<file path="src/sv/itoa_pkg.sv">
// shared constants, types and helpers for the radix integer-to-ascii converter
package itoa_pkg;

  localparam int VALUE_BITS = 64;
  localparam int MAX_DIGITS = 64;

  localparam int IN_VALUE_W = 64;
  localparam int RADIX_W    = 6;
  localparam int CHAR_W     = 7;
  localparam int DIGIT_W    = 6;

  // quotient bits produced per division cycle
  localparam int STEP_BITS = 8;
  localparam int CHUNKS    = (VALUE_BITS + STEP_BITS - 1) / STEP_BITS;
  localparam int QUOT_W    = CHUNKS * STEP_BITS;
  localparam int CHUNK_W   = (CHUNKS > 1) ? $clog2(CHUNKS) : 1;

  localparam int DIGIT_AW = $clog2(MAX_DIGITS);
  localparam int COUNT_W  = $clog2(MAX_DIGITS + 1);

  localparam logic [RADIX_W-1:0] RADIX_MIN = RADIX_W'(2);
  localparam logic [RADIX_W-1:0] RADIX_MAX = RADIX_W'(36);

  localparam logic [CHAR_W-1:0] CHAR_ZERO = CHAR_W'(8'h30);
  localparam logic [CHAR_W-1:0] CHAR_A    = CHAR_W'(8'h61);
  localparam logic [CHAR_W-1:0] CHAR_NUL  = '0;

  // digit value 0..35 to '0'..'9', 'a'..'z'
  function automatic logic [CHAR_W-1:0] digit_to_ascii(input logic [DIGIT_W-1:0] d);
    logic [CHAR_W-1:0] c;
    if (d < DIGIT_W'(10)) begin
      c = CHAR_ZERO + CHAR_W'(d);
    end else begin
      c = CHAR_A + CHAR_W'(d) - CHAR_W'(10);
    end
    return c;
  endfunction

endpackage

</file>
<file path="src/sv/itoa_if.sv">
// valid/ready channel interfaces for the converter's input and result streams
interface itoa_in_if import itoa_pkg::*; ();
  logic                  valid;
  logic                  ready;
  logic [IN_VALUE_W-1:0] value;
  logic [RADIX_W-1:0]    radix;

  modport source (output valid, value, radix, input ready);
  modport sink   (input valid, value, radix, output ready);
endinterface

interface itoa_out_if import itoa_pkg::*; ();
  logic              valid;
  logic              ready;
  logic [CHAR_W-1:0] digit_char;
  logic              last;
  logic              bad_radix;

  modport source (output valid, digit_char, last, bad_radix, input ready);
  modport sink   (input valid, digit_char, last, bad_radix, output ready);
endinterface

</file>
<file path="src/sv/radix_integer_to_ascii.sv">
// top level: iterative radix integer-to-ascii converter
//
// in_i carries an unsigned value and a radix; a transfer happens on valid
// and ready high at a rising clock edge. out_o gives one ascii digit per
// transfer, most significant first, with last set on the final digit.
// a radix outside 2..36 gives a single NUL result with bad_radix and last.
//
// one shared divide unit makes 8 quotient bits per cycle; each digit takes
// one full pass of division over the value, one byte at a time. readout
// of each digit then reads it from the digit store (the memory read) and
// loads it into the output register.
// the block takes one item at a time; in_i.ready is high only when idle,
// which includes the time the final digit still waits in the output register.
//
// reset clears the sequencer and the output valid; the digit store needs no
// clearing since every entry is written before it is read.
// when the receiver stalls, the output register holds its digit and the
// readout sequencer waits; nothing is lost or repeated.
module radix_integer_to_ascii import itoa_pkg::*; (
  input  logic        clk_i,
  input  logic        rst_ni,
  itoa_in_if.sink     in_i,
  itoa_out_if.source  out_o
);

  localparam logic [2:0] ST_IDLE = 3'd0;
  localparam logic [2:0] ST_DIV  = 3'd1;
  localparam logic [2:0] ST_RD   = 3'd2;
  localparam logic [2:0] ST_OUT  = 3'd3;
  localparam logic [2:0] ST_ERR  = 3'd4;

  logic [2:0]          state_q, state_d;
  logic [QUOT_W-1:0]   quot_q, quot_d;
  logic [DIGIT_W-1:0]  rem_q, rem_d;
  logic [RADIX_W-1:0]  radix_q, radix_d;
  logic [CHUNK_W-1:0]  chunk_q, chunk_d;
  logic [COUNT_W-1:0]  count_q, count_d;

  logic                out_valid_q, out_valid_d;
  logic [CHAR_W-1:0]   out_char_q, out_char_d;
  logic                out_last_q, out_last_d;
  logic                out_bad_q, out_bad_d;

  // digit store, remainders least significant first
  logic [DIGIT_W-1:0]  digit_mem [MAX_DIGITS];
  logic                mem_we;
  logic [DIGIT_AW-1:0] mem_waddr;
  logic [DIGIT_W-1:0]  mem_wdata;
  logic [DIGIT_AW-1:0] mem_raddr;
  logic [DIGIT_W-1:0]  mem_rdata_q;

  logic                in_xfer;
  logic                radix_ok;
  logic                out_free;
  logic [QUOT_W-1:0]   step_quot;
  logic [DIGIT_W-1:0]  step_rem;
  logic [COUNT_W-1:0]  count_inc;

  assign in_i.ready = (state_q == ST_IDLE);
  assign in_xfer    = in_i.valid && in_i.ready;
  assign radix_ok   = (in_i.radix >= RADIX_MIN) && (in_i.radix <= RADIX_MAX);
  assign out_free   = !out_valid_q || out_o.ready;
  assign count_inc  = count_q + COUNT_W'(1);

  // shared divide step: shift in the top STEP_BITS of the quotient register
  always_comb begin
    logic [DIGIT_W:0]    r;
    logic [STEP_BITS-1:0] qbits;
    r = {1'b0, rem_q};
    qbits = '0;
    for (int i = 0; i < STEP_BITS; i++) begin
      r = {r[DIGIT_W-1:0], quot_q[QUOT_W-1-i]};
      if (r >= {1'b0, radix_q}) begin
        r = r - {1'b0, radix_q};
        qbits[STEP_BITS-1-i] = 1'b1;
      end
    end
    step_rem = r[DIGIT_W-1:0];
    if (QUOT_W > STEP_BITS) begin
      step_quot = {quot_q[QUOT_W-STEP_BITS-1:0], qbits};
    end else begin
      step_quot = QUOT_W'(qbits);
    end
  end

  // readout walks from the highest stored digit down
  assign mem_raddr = DIGIT_AW'(count_q - COUNT_W'(1));

  always_comb begin
    state_d     = state_q;
    quot_d      = quot_q;
    rem_d       = rem_q;
    radix_d     = radix_q;
    chunk_d     = chunk_q;
    count_d     = count_q;
    out_valid_d = out_valid_q && !out_o.ready;
    out_char_d  = out_char_q;
    out_last_d  = out_last_q;
    out_bad_d   = out_bad_q;
    mem_we      = 1'b0;
    mem_waddr   = count_q[DIGIT_AW-1:0];
    mem_wdata   = step_rem;

    case (state_q)
      ST_IDLE: begin
        if (in_xfer) begin
          if (radix_ok) begin
            quot_d  = QUOT_W'(in_i.value[VALUE_BITS-1:0]);
            rem_d   = '0;
            radix_d = in_i.radix;
            chunk_d = '0;
            count_d = '0;
            state_d = ST_DIV;
          end else begin
            state_d = ST_ERR;
          end
        end
      end
      ST_DIV: begin
        quot_d  = step_quot;
        rem_d   = step_rem;
        chunk_d = chunk_q + CHUNK_W'(1);
        if (chunk_q == CHUNK_W'(CHUNKS - 1)) begin
          // one full pass over the value: remainder is the next digit
          mem_we  = 1'b1;
          rem_d   = '0;
          chunk_d = '0;
          count_d = count_inc;
          if ((step_quot == '0) || (count_inc == COUNT_W'(MAX_DIGITS))) begin
            state_d = ST_RD;
          end
        end
      end
      ST_RD: begin
        state_d = ST_OUT;
      end
      ST_OUT: begin
        if (out_free) begin
          out_valid_d = 1'b1;
          out_char_d  = digit_to_ascii(mem_rdata_q);
          out_last_d  = (count_q == COUNT_W'(1));
          out_bad_d   = 1'b0;
          count_d     = count_q - COUNT_W'(1);
          state_d     = (count_q == COUNT_W'(1)) ? ST_IDLE : ST_RD;
        end
      end
      ST_ERR: begin
        if (out_free) begin
          out_valid_d = 1'b1;
          out_char_d  = CHAR_NUL;
          out_last_d  = 1'b1;
          out_bad_d   = 1'b1;
          count_d     = '0;
          state_d     = ST_IDLE;
        end
      end
      default: begin
        state_d = ST_IDLE;
      end
    endcase
  end

  always_ff @(posedge clk_i or negedge rst_ni) begin
    if (!rst_ni) begin
      state_q     <= ST_IDLE;
      count_q     <= '0;
      chunk_q     <= '0;
      out_valid_q <= 1'b0;
    end else begin
      state_q     <= state_d;
      count_q     <= count_d;
      chunk_q     <= chunk_d;
      out_valid_q <= out_valid_d;
    end
  end

  // payload registers
  always_ff @(posedge clk_i) begin
    quot_q     <= quot_d;
    rem_q      <= rem_d;
    radix_q    <= radix_d;
    out_char_q <= out_char_d;
    out_last_q <= out_last_d;
    out_bad_q  <= out_bad_d;
  end

  // digit store, one write and one registered read port
  always_ff @(posedge clk_i) begin
    if (mem_we) begin
      digit_mem[mem_waddr] <= mem_wdata;
    end
    mem_rdata_q <= digit_mem[mem_raddr];
  end

  assign out_o.valid      = out_valid_q;
  assign out_o.digit_char = out_char_q;
  assign out_o.last       = out_last_q;
  assign out_o.bad_radix  = out_bad_q;

endmodule
</file>
<file path="src/flat_wrapper.sv">
// flat-port wrapper written by rule: the top's interface ports become plain ports
module radix_integer_to_ascii_flat import itoa_pkg::*;
  (clk_i, rst_ni, in_i_valid, in_i_value, in_i_radix, in_i_ready, out_o_valid, out_o_digit_char, out_o_last, out_o_bad_radix, out_o_ready);
  itoa_in_if in_i_i ();
  itoa_out_if out_o_i ();
  input  logic clk_i;
  input  logic rst_ni;
  input wire logic [$bits(in_i_i.valid)-1:0] in_i_valid;
  input wire logic [$bits(in_i_i.value)-1:0] in_i_value;
  input wire logic [$bits(in_i_i.radix)-1:0] in_i_radix;
  output wire logic [$bits(in_i_i.ready)-1:0] in_i_ready;
  output wire logic [$bits(out_o_i.valid)-1:0] out_o_valid;
  output wire logic [$bits(out_o_i.digit_char)-1:0] out_o_digit_char;
  output wire logic [$bits(out_o_i.last)-1:0] out_o_last;
  output wire logic [$bits(out_o_i.bad_radix)-1:0] out_o_bad_radix;
  input wire logic [$bits(out_o_i.ready)-1:0] out_o_ready;
  assign in_i_i.valid = in_i_valid;
  assign in_i_i.value = in_i_value;
  assign in_i_i.radix = in_i_radix;
  assign in_i_ready = in_i_i.ready;
  assign out_o_valid = out_o_i.valid;
  assign out_o_digit_char = out_o_i.digit_char;
  assign out_o_last = out_o_i.last;
  assign out_o_bad_radix = out_o_i.bad_radix;
  assign out_o_i.ready = out_o_ready;
  radix_integer_to_ascii u_core (.clk_i(clk_i), .rst_ni(rst_ni), .in_i(in_i_i), .out_o(out_o_i));
endmodule
</file>
<file path="config.mk">
export PLATFORM = sky130hd
export DESIGN_NAME = radix_integer_to_ascii_flat
export DESIGN_NICKNAME = d
export VERILOG_FILES = /design/src/sv/itoa_pkg.sv /design/src/sv/itoa_if.sv /design/src/sv/radix_integer_to_ascii.sv /design/src/flat_wrapper.sv
export SDC_FILE = /design/constraint.sdc
export NUM_CORES = 1
export LEC_CHECK = 0
export ABC_AREA = 1
export ABC_CLOCK_PERIOD_IN_PS = 18000
export BUFFER_PORTS_ARGS = -buffer_cell sky130_fd_sc_hd__buf_2
export CORE_ASPECT_RATIO = 1.5
export CORE_MARGIN = 10
export CORE_UTILIZATION = 55
export DETAILED_ROUTE_END_ITERATION = 6
export PLACE_DENSITY = 0.82
export RECOVER_POWER = 50
export SETUP_SLACK_MARGIN = 0.4
export SLEW_MARGIN = 20
export SYNTH_ARGS = -nofsm -noshare
export SYNTH_HDL_FRONTEND = slang
export SYNTH_SLANG_ARGS = --single-unit
</file>
<file path="constraint.sdc">
create_clock -name clk_i -period 18 [get_ports clk_i]
set_input_delay 2.7 -clock clk_i [delete_from_list [all_inputs] [get_ports clk_i]]
set_output_delay 2.7 -clock clk_i [all_outputs]
set_load 0.1 [all_outputs]
</file>
Word level (Yosys, flattened, before mapping)
Memories as Yosys holds them, arrays and structs flattened. A register that Yosys moved wholly into a read port is not among the register bits. Index checks and enable logic that the tools add are counted.

Bits in latches: 0. Memories: 1. Memory bits (read-only): 0. Input port bits: 74. Logic and storage cells: 122. Output and inout port bits: 11. Memory bits (writable): 384. Register bits: 99.

Shift operators: 0. Divide/modulo/power cells: 0. Add/sub/neg operators: 14. Equal/unequal tests: 13. Bitwise gates (word level): 0. Reductions and logical operators: 18. Muxes and demuxes: 55. Multipliers: 0. Magnitude comparators: 11.

Memory list: u_core.digit_mem (words 64, bits a word 6, rd ports 1, clocked after memory_dff 1, write ports 1, RTL line radix_integer_to_ascii.sv:45) `logic [DIGIT_W-1:0] digit_mem [MAX_DIGITS];`.

Operator list (number): $mux 64 (2); $pmux 64 s2 (1); $mux 6 (11); $logic_not 64->1 (1); $ge 7x6->1 (8); $mux 7 (7); $sub 6x6->6 (8); $pmux 7 s4 (1); $mux 3 (9); $mux 1 (17); $pmux 3 s5 (1); $pmux 7 s2 (1); $pmux 6 s2 (1); $reduce_and 3->1 (3); $ne 2x1->1 const B (4); $add 6x6->7 const A (1); $add 7x1->7 const B (1); $add 7x6->7 const A (1); $eq 7x1->1 const B (1); $eq 7x7->1 const B (1); $sub 7x1->7 const B (1); $sub 7x4->7 const B (1); $eq 3x2->1 const B (2); $eq 3x3->1 const B (2); 18 further kinds (25).

Longest topological paths before layout
Gate-level depths: netlist of run 1.

Depth after elaboration: 21. Mapped depth: 88. Depth with buffers taken out: 85.

Worst setup path after synthesis of run 1
OpenSTA, ideal clock, no wires.

Path type: flip-flop to flip-flop. Start: reg u_core.radix_q[1]. End: mem u_core.digit_mem[0][4], data pin. Arrival: 12.972 ns. Setup time: 0.356 ns. Path buffers: 3. Stages on the path, launching flop included: 84. Setup slack: 4.672 ns. Clock period less this slack: 13.328 ns. Cells stage by stage: edfxtp_1 > inv_1 > ha_1 > nand2_1 > inv_2 > nand2_1 > nand2_2 > nand3_4 > nand2_8 > nand2_1 > nand2_1 > ha_1 > nand2_1 > inv_2 > a21oi_2 > nand3_1 > a21oi_4 > nand3_2 > [48 not listed] > a211oi_1 > o21ai_0 > a21boi_0 > nand3_4 > buf_6 > o21ai_1 > inv_1 > ha_1 > a21oi_1 > o21ai_0 > a21oi_1 > nor2_1 > nor2_1 > o21a_1 > inv_1 > nor2_8 > nand3_4 > nand2_1.

Word-level cells in the longest chain between the ends: 16. Elaborated cells on any way between the ends: 24. Classes of those cells: 8 x add/sub; 8 x order compare; 8 x mux.

RTL lines: from (decl) (RTL line radix_integer_to_ascii.sv:35) `logic [RADIX_W-1:0] radix_q, radix_d;`; from (signal assigned) (RTL line radix_integer_to_ascii.sv:181) `radix_q <= radix_d;`; $sub 6x6->6 / $ge 7x6->1 (equally long branches) (RTL line radix_integer_to_ascii.sv:74, radix_integer_to_ascii.sv:73); $mux 6 (RTL line radix_integer_to_ascii.sv:73) `if (r >= {1'b0, radix_q}) begin`; $sub 6x6->6 / $ge 7x6->1 (equally long branches) (RTL line radix_integer_to_ascii.sv:74, radix_integer_to_ascii.sv:73); $mux 6 (RTL line radix_integer_to_ascii.sv:73); $sub 6x6->6 / $ge 7x6->1 (equally long branches) (RTL line radix_integer_to_ascii.sv:74, radix_integer_to_ascii.sv:73); $mux 6 (RTL line radix_integer_to_ascii.sv:73); $sub 6x6->6 / $ge 7x6->1 (equally long branches) (RTL line radix_integer_to_ascii.sv:74, radix_integer_to_ascii.sv:73); $mux 6 (RTL line radix_integer_to_ascii.sv:73); $sub 6x6->6 / $ge 7x6->1 (equally long branches) (RTL line radix_integer_to_ascii.sv:74, radix_integer_to_ascii.sv:73); $mux 6 (RTL line radix_integer_to_ascii.sv:73); $ge 7x6->1 / $sub 6x6->6 (equally long branches) (RTL line radix_integer_to_ascii.sv:73, radix_integer_to_ascii.sv:74); $mux 6 (RTL line radix_integer_to_ascii.sv:73); $sub 6x6->6 / $ge 7x6->1 (equally long branches) (RTL line radix_integer_to_ascii.sv:74, radix_integer_to_ascii.sv:73); $mux 6 (RTL line radix_integer_to_ascii.sv:73); $sub 6x6->6 / $ge 7x6->1 (equally long branches) (RTL line radix_integer_to_ascii.sv:74, radix_integer_to_ascii.sv:73); $mux 6 (*) (RTL line radix_integer_to_ascii.sv:73); net u_core.mem_wdata[4] (RTL line radix_integer_to_ascii.sv:48) `logic [DIGIT_W-1:0] mem_wdata;`; to (decl) (RTL line radix_integer_to_ascii.sv:45).

Mark *: on every way through the listed nets, which the timed path passes. The rest lies on a longest branch.

Final worst setup path of run 1
Start: reg u_core.radix_q[1]. End: mem u_core.digit_mem[3][3], data pin.

The elaborated chain is that of the path after synthesis.

==> run metrics, run 1 <==
CP max-delay cell=clkinv_2; top post-synthesis cells by area=edfxtp_1 (61%), nor2_1 (5.4%), o21ai_0 (4.3%); Starting Density=0.559; Hold Vio Cnt, Final=0; top-count cell post-synth=edfxtp_1; placed inst area=between 20000 and 25000 sq um; Synth Register Bits=489; Startpoint Class=register; Global Route Usage Sum=0.214; share of the synthesized area in the top cell type=0.610; Worst Path Buf+Inv=12; Fillers=3166; CP Capture Type=register; worst slew pin tran=4.94 ns; FMAX=0.0642 GHz; WP data arrival=15.56 ns; RSZ-0062 raised after global routing=no; CTS H-Tree Depth=2; Cell Rows=91; worst setup margin=approximately 2.4 ns; Max Cap Viol=5; endpoints failing setup=0; clk slew on worst S/H paths=roughly 0.06 ns; run status=complete, but fails checks; Final Cell Area=around 25000 sq um; CTS buffer count=44; Setup TNS=0 ns; cell mode on critical path=nand2_1; total grt overflow=0; WL/cell=~21 um; Post-Route WL=55.7 mm; clk_lat worst skew=between 0.5 and 0.6 ns; routability cong.=between 0.8 and 0.9; sequential area share after synthesis=0.630; met3 global-route usage=0.0267; first-pass GRT wire length=86.9 mm; GRT met2 Usage=0.393; Tmin final=about 16 ns; width of the chip=187 um; syn nets=2185; yosys warns=0; largest delay contributor family on the critical path=compound AO/OA/AOI/OAI gates; CTS Hold Buffers Added=0; ys async rst share=0.0286; Reg area=14600 sq um; count of unique library cells instantiated by Yosys=54; Sink Count=slightly below 500; largest net degree at the start of global routing=118; met1 Use GR=0.243; initial drt markers=1771; I/O Buffers=84; violated checks=max-capacitance violations, max-slew violations; Synth Cell Area=23100 sq um; Hold Crit Class=reg -> reg; Syn Area/Cell=11.3 sq um; Data required, critical path=17.99 ns; post-route ant nets=0; Tcrit/Tclk final=0.865; CTS tree=done; drt drc=0; critical path class=reg -> reg; Top Usage Layer GRT=met2; Final Skew=0.0177 ns; final hold slack=0.516 ns; most frequent cells after synthesis=edfxtp_1 (469), nor2_1 (332), nand2_1 (262); DPL Wire Length=roughly 37 mm; Synth-to-Final Area Change=9.88%; core box area=around 41000 sq um; antenna violations before repair=1; CTS resizes=0; setup bufs post-CTS=0; multi-input combinational cell area=roughly 7500 sq um; DR pass1 iterations=5; CP max stage delay=0.74 ns; CP Max Fanout=64; Synth Flop Type=edfxtp_1; vias in the first global route=15800; CTS Root Cell=clkbuf_16; I/O Pins=85; layout cells sized above 1=0.0992; Relative slew margins=-2.29; Final Max Slew Viols=roughly 350; vias per cell=5.98; # nets final=2232; Die Height=271 um; Clock Path Buffers=3; Synth Instances=2046; area leader, netlist=edfxtp_1; Setup WS pre-CTS=2.74 ns; number of flops mapped to enable cells by yosys=469; vias post-DR=16100; area of the die=50800 sq um
-- cell usage in the layout (no fill, tap or decap), types with 46 or more instances in the layout --
cell,netlist,routed
edfxtp_1,469,469
nor2_1,332,332
nand2_1,262,261
o21ai_0,200,200
inv_1,151,146
buf_2,0,65
o32ai_1,60,60
ha_1,57,57
o211ai_1,50,50
nand3_1,47,47
clkbuf_16,0,46
-- final cells by class --
type	count	share of cell area
flip-flops and latches	489	0.573
multi-input cells	1295	0.297
clock buffers	55	0.0475
well taps	558	0.0275
inverters	165	0.0247
repair buffers	98	0.0194
clock inverters	26	0.00986
diodes	1	0.0000986
-- stage by stage --
step           instances   util
6_report            2687  0.614
2_1_floorplan       2046      -
5_1_grt             2687  0.614
3_5_place_dp        2604  0.580
3_3_place_gp        2604  0.580
4_1_cts             2685  0.615
-- metal layers --
metal / up-vias / part of all wire
met5: - / 0
met4: 0 / 0.040
met3: 128 / 0.060
met2: 643 / 0.54
met1: 7832 / 0.36
li1: 7452 / -
-- state kept, by name, indices dropped and copies added (netlist names), 3 cells and up --
name                     count
u_core.digit_mem           384
u_core.quot_q               64
u_core.count_q               7
u_core.out_o.digit_char      7
u_core.mem_rdata_q           6
u_core.radix_q               6
u_core.rem_q                 6
u_core.chunk_q               3
u_core.state_q               3
-- worst reg2reg max path: cells and delay by family (launching register included) --
family	cells	cell delay, ns
AOI/OAI and AO/OA	28	5.32
adders and majority gates	8	2.62
buffers and inverters	12	2.21
DFF	1	0.63
and+or+nand+nor	35	4.17
-- final timing paths --
check	startpoint	slack [ns]	cells after the start	endpoint
max	u_core.radix_q[1]	2.43	83	u_core.digit_mem[3][3]
min	u_core.chunk_q[1]	0.52	1	u_core.chunk_q[1]
max reg2reg	u_core.radix_q[1]	2.43	83	u_core.digit_mem[3][3]
min reg2reg	u_core.chunk_q[1]	0.52	1	u_core.chunk_q[1]
max in group asynchronous	rst_ni	15.13	1	u_core.state_q[0]
min in group asynchronous	rst_ni	2.27	1	u_core.out_o.valid
-- logic make-up (layout without fill, tap and decap cells) --
family / count (synthesis) / count (layout) / share of synthesized area
fa+ha+maj: 65 / 65 / 0.0378
buf+inv: 262 / 344 / 0.0437
mux: 36 / 36 / 0.0156
compound gates: 421 / 421 / 0.117
other cells: 0 / 1 / 0
xor+xnor: 35 / 35 / 0.0133
flops: 489 / 489 / 0.630
simple gates: 738 / 738 / 0.143
Power of run 1 is not shown: default switching activity piles up to over one toggle a cycle in this logic, so the estimate is an artifact.
==> inputs of run 2 (changes only) <==
--- a/config.mk
+++ b/config.mk
@@ -8,11 +8,12 @@
 export ABC_AREA = 1
 export ABC_CLOCK_PERIOD_IN_PS = 18000
 export BUFFER_PORTS_ARGS = -buffer_cell sky130_fd_sc_hd__buf_2
+export CAP_MARGIN = 20
 export CORE_ASPECT_RATIO = 1.5
 export CORE_MARGIN = 10
 export CORE_UTILIZATION = 55
 export DETAILED_ROUTE_END_ITERATION = 6
-export PLACE_DENSITY = 0.82
+export PLACE_DENSITY = 0.79
 export RECOVER_POWER = 50
 export SETUP_SLACK_MARGIN = 0.4
 export SLEW_MARGIN = 20
==> run 2 against run 1 <==
Net effect: the flow still finishes with violations (max-capacitance violations, max-slew violations); global-route usage rose by 0.51 points; utilization about the same; worst setup slack got worse by 0.14 ns; critical endpoint is now u_core.digit_mem[38][0].
==> run metrics, run 2 (synthesized netlist as in run 1, its figures left out) <==
run status=complete, but fails checks; violated checks=max-capacitance violations, max-slew violations; # nets final=2235; core box area=41300 sq um; CP Capture Type=register; cell mode on critical path=nand2_1; clk slew on worst S/H paths=0.08 ns; vias post-DR=16000; vias per cell=5.94; CP max-delay cell=clkinv_2; clk_lat worst skew=0.58 ns; critical path class=reg -> reg; Startpoint Class=register; FMAX=0.0636 GHz; Data required, critical path=17.99 ns; Die Height=271 um; DPL Wire Length=approximately 38 mm; RSZ-0062 raised after global routing=no; post-route ant nets=0; crit path capture=u_core.digit_mem[38][0]; Setup TNS=0 ns; Tmin final=15.71 ns; Max Cap Viol=6; CTS buffer count=45; largest registers=u_core.digit_mem x384, u_core.quot_q x64; CP max stage delay=0.75 ns; area of the die=50800 sq um; Final Max Slew Viols=537; Cell Rows=91; R2R setup slack=2.29 ns; first-pass GRT wire length=approximately 89 mm; endpoints failing setup=0; leading cell type in the layout, fill and taps excluded=edfxtp_1; CTS H-Tree Depth=2; antenna violations before repair=0; Post-Route WL=about 57 mm; Global Route Usage Sum=0.219; initial drt markers=between 1500 and 2000; largest net degree at the start of global routing=168; layout cells sized above 1=0.102; Starting Density=0.559; WP data arrival=15.70 ns; CTS Root Cell=clkbuf_16; Clock Path Buffers=3; Hold Crit Class=reg -> reg; Critical Path Start=u_core.radix_q[1]; CTS resizes=0; Tcrit/Tclk final=0.873; reg2reg end=u_core.digit_mem[38][0]; width of the chip=187 um; CTS tree=done; Sink Count=489; Synth-to-Final Area Change=9.93%; setup bufs post-CTS=0; Finished Core Util=0.614; Relative slew margins=-4.26; CTS Hold Buffers Added=0; R2R cell count=81; Hold Vio Cnt, Final=0; Reg2Reg Launch Point=u_core.radix_q[1]; ANT cells=0; worst slew pin tran=7.89 ns; commonest cells after routing, fill and taps aside=edfxtp_1 (469), nor2_1 (332), nand2_1 (261); vias in the first global route=roughly 16000; routability cong.=just over 0.9; Largest register FFs=384; CP Max Fanout=64; I/O Pins=85; DR pass1 iterations=5; Final Skew=0.0196 ns; WL/cell=21.0 um; I/O Buffers=84; drt drc=0; most flop-heavy register=u_core.digit_mem; total grt overflow=0
==> run 2: changes by cell type in the layout (fill, tap and decap cells not counted), sizes merged <==
cell and delta:
buf +3, bufinv -1, clkbuf -6, clkinv +8, clkinvlp -1, diode -1, inv +1
==> run 2: critical path, delay by kind of cell (launching register included) <==
kind,cells,cell delay [ns]
compound gates,29,5.60
fa+ha+maj,8,2.66
flops,1,0.64
simple gates,32,3.96
buf+inv,12,2.25
==> run 2: metrics by stage <==
stage	instances	cell area, sq um	worst slack [ns]	hold slack (ns)
global route	2690	25400	0.532	0.523
floorplan	2046	23100	4.67	0.468
global placement	2606	24000	3.27	0.487
CTS	2689	25400	2.55	0.517
detailed placement	2606	24000	2.62	0.498
finish	2690	25400	2.29	0.518
==> run 2: cell type report <==
cell class / instances / area, sq um
fillers: 3176 / 15900
flip-flops and latches: 489 / 14600
multi-input cells: 1295 / 7560
clock buffers: 50 / 1170
well taps: 558 / 698
inverters: 165 / 627
repair buffers: 100 / 504
clock inverters: 33 / 284
==> run 2: worst min-delay path by stage <==
stage,cells past startpoint,startpoint,end,slack (ns)
after detailed placement,1,u_core.chunk_q[1],u_core.chunk_q[1],0.50
after CTS,1,u_core.chunk_q[1],u_core.chunk_q[1],0.52
after global placement,1,u_core.chunk_q[1],u_core.chunk_q[1],0.49
after global routing,1,u_core.chunk_q[0],u_core.chunk_q[0],0.52
after floorplan,1,u_core.chunk_q[0],u_core.chunk_q[0],0.47
final,1,u_core.chunk_q[1],u_core.chunk_q[1],0.52
==> run 2: per-layer routing <==
metal / routed length, um / global-route usage / vias to the layer above
li1: - / - / 7455
met1: 20200 / 0.240 / 7754
met2: 30100 / 0.400 / 615
met3: 3470 / 0.0308 / 161
met4: 2760 / 0.119 / 0
met5: 0 / 0 / -
Power of run 2 is left out for the same reason.
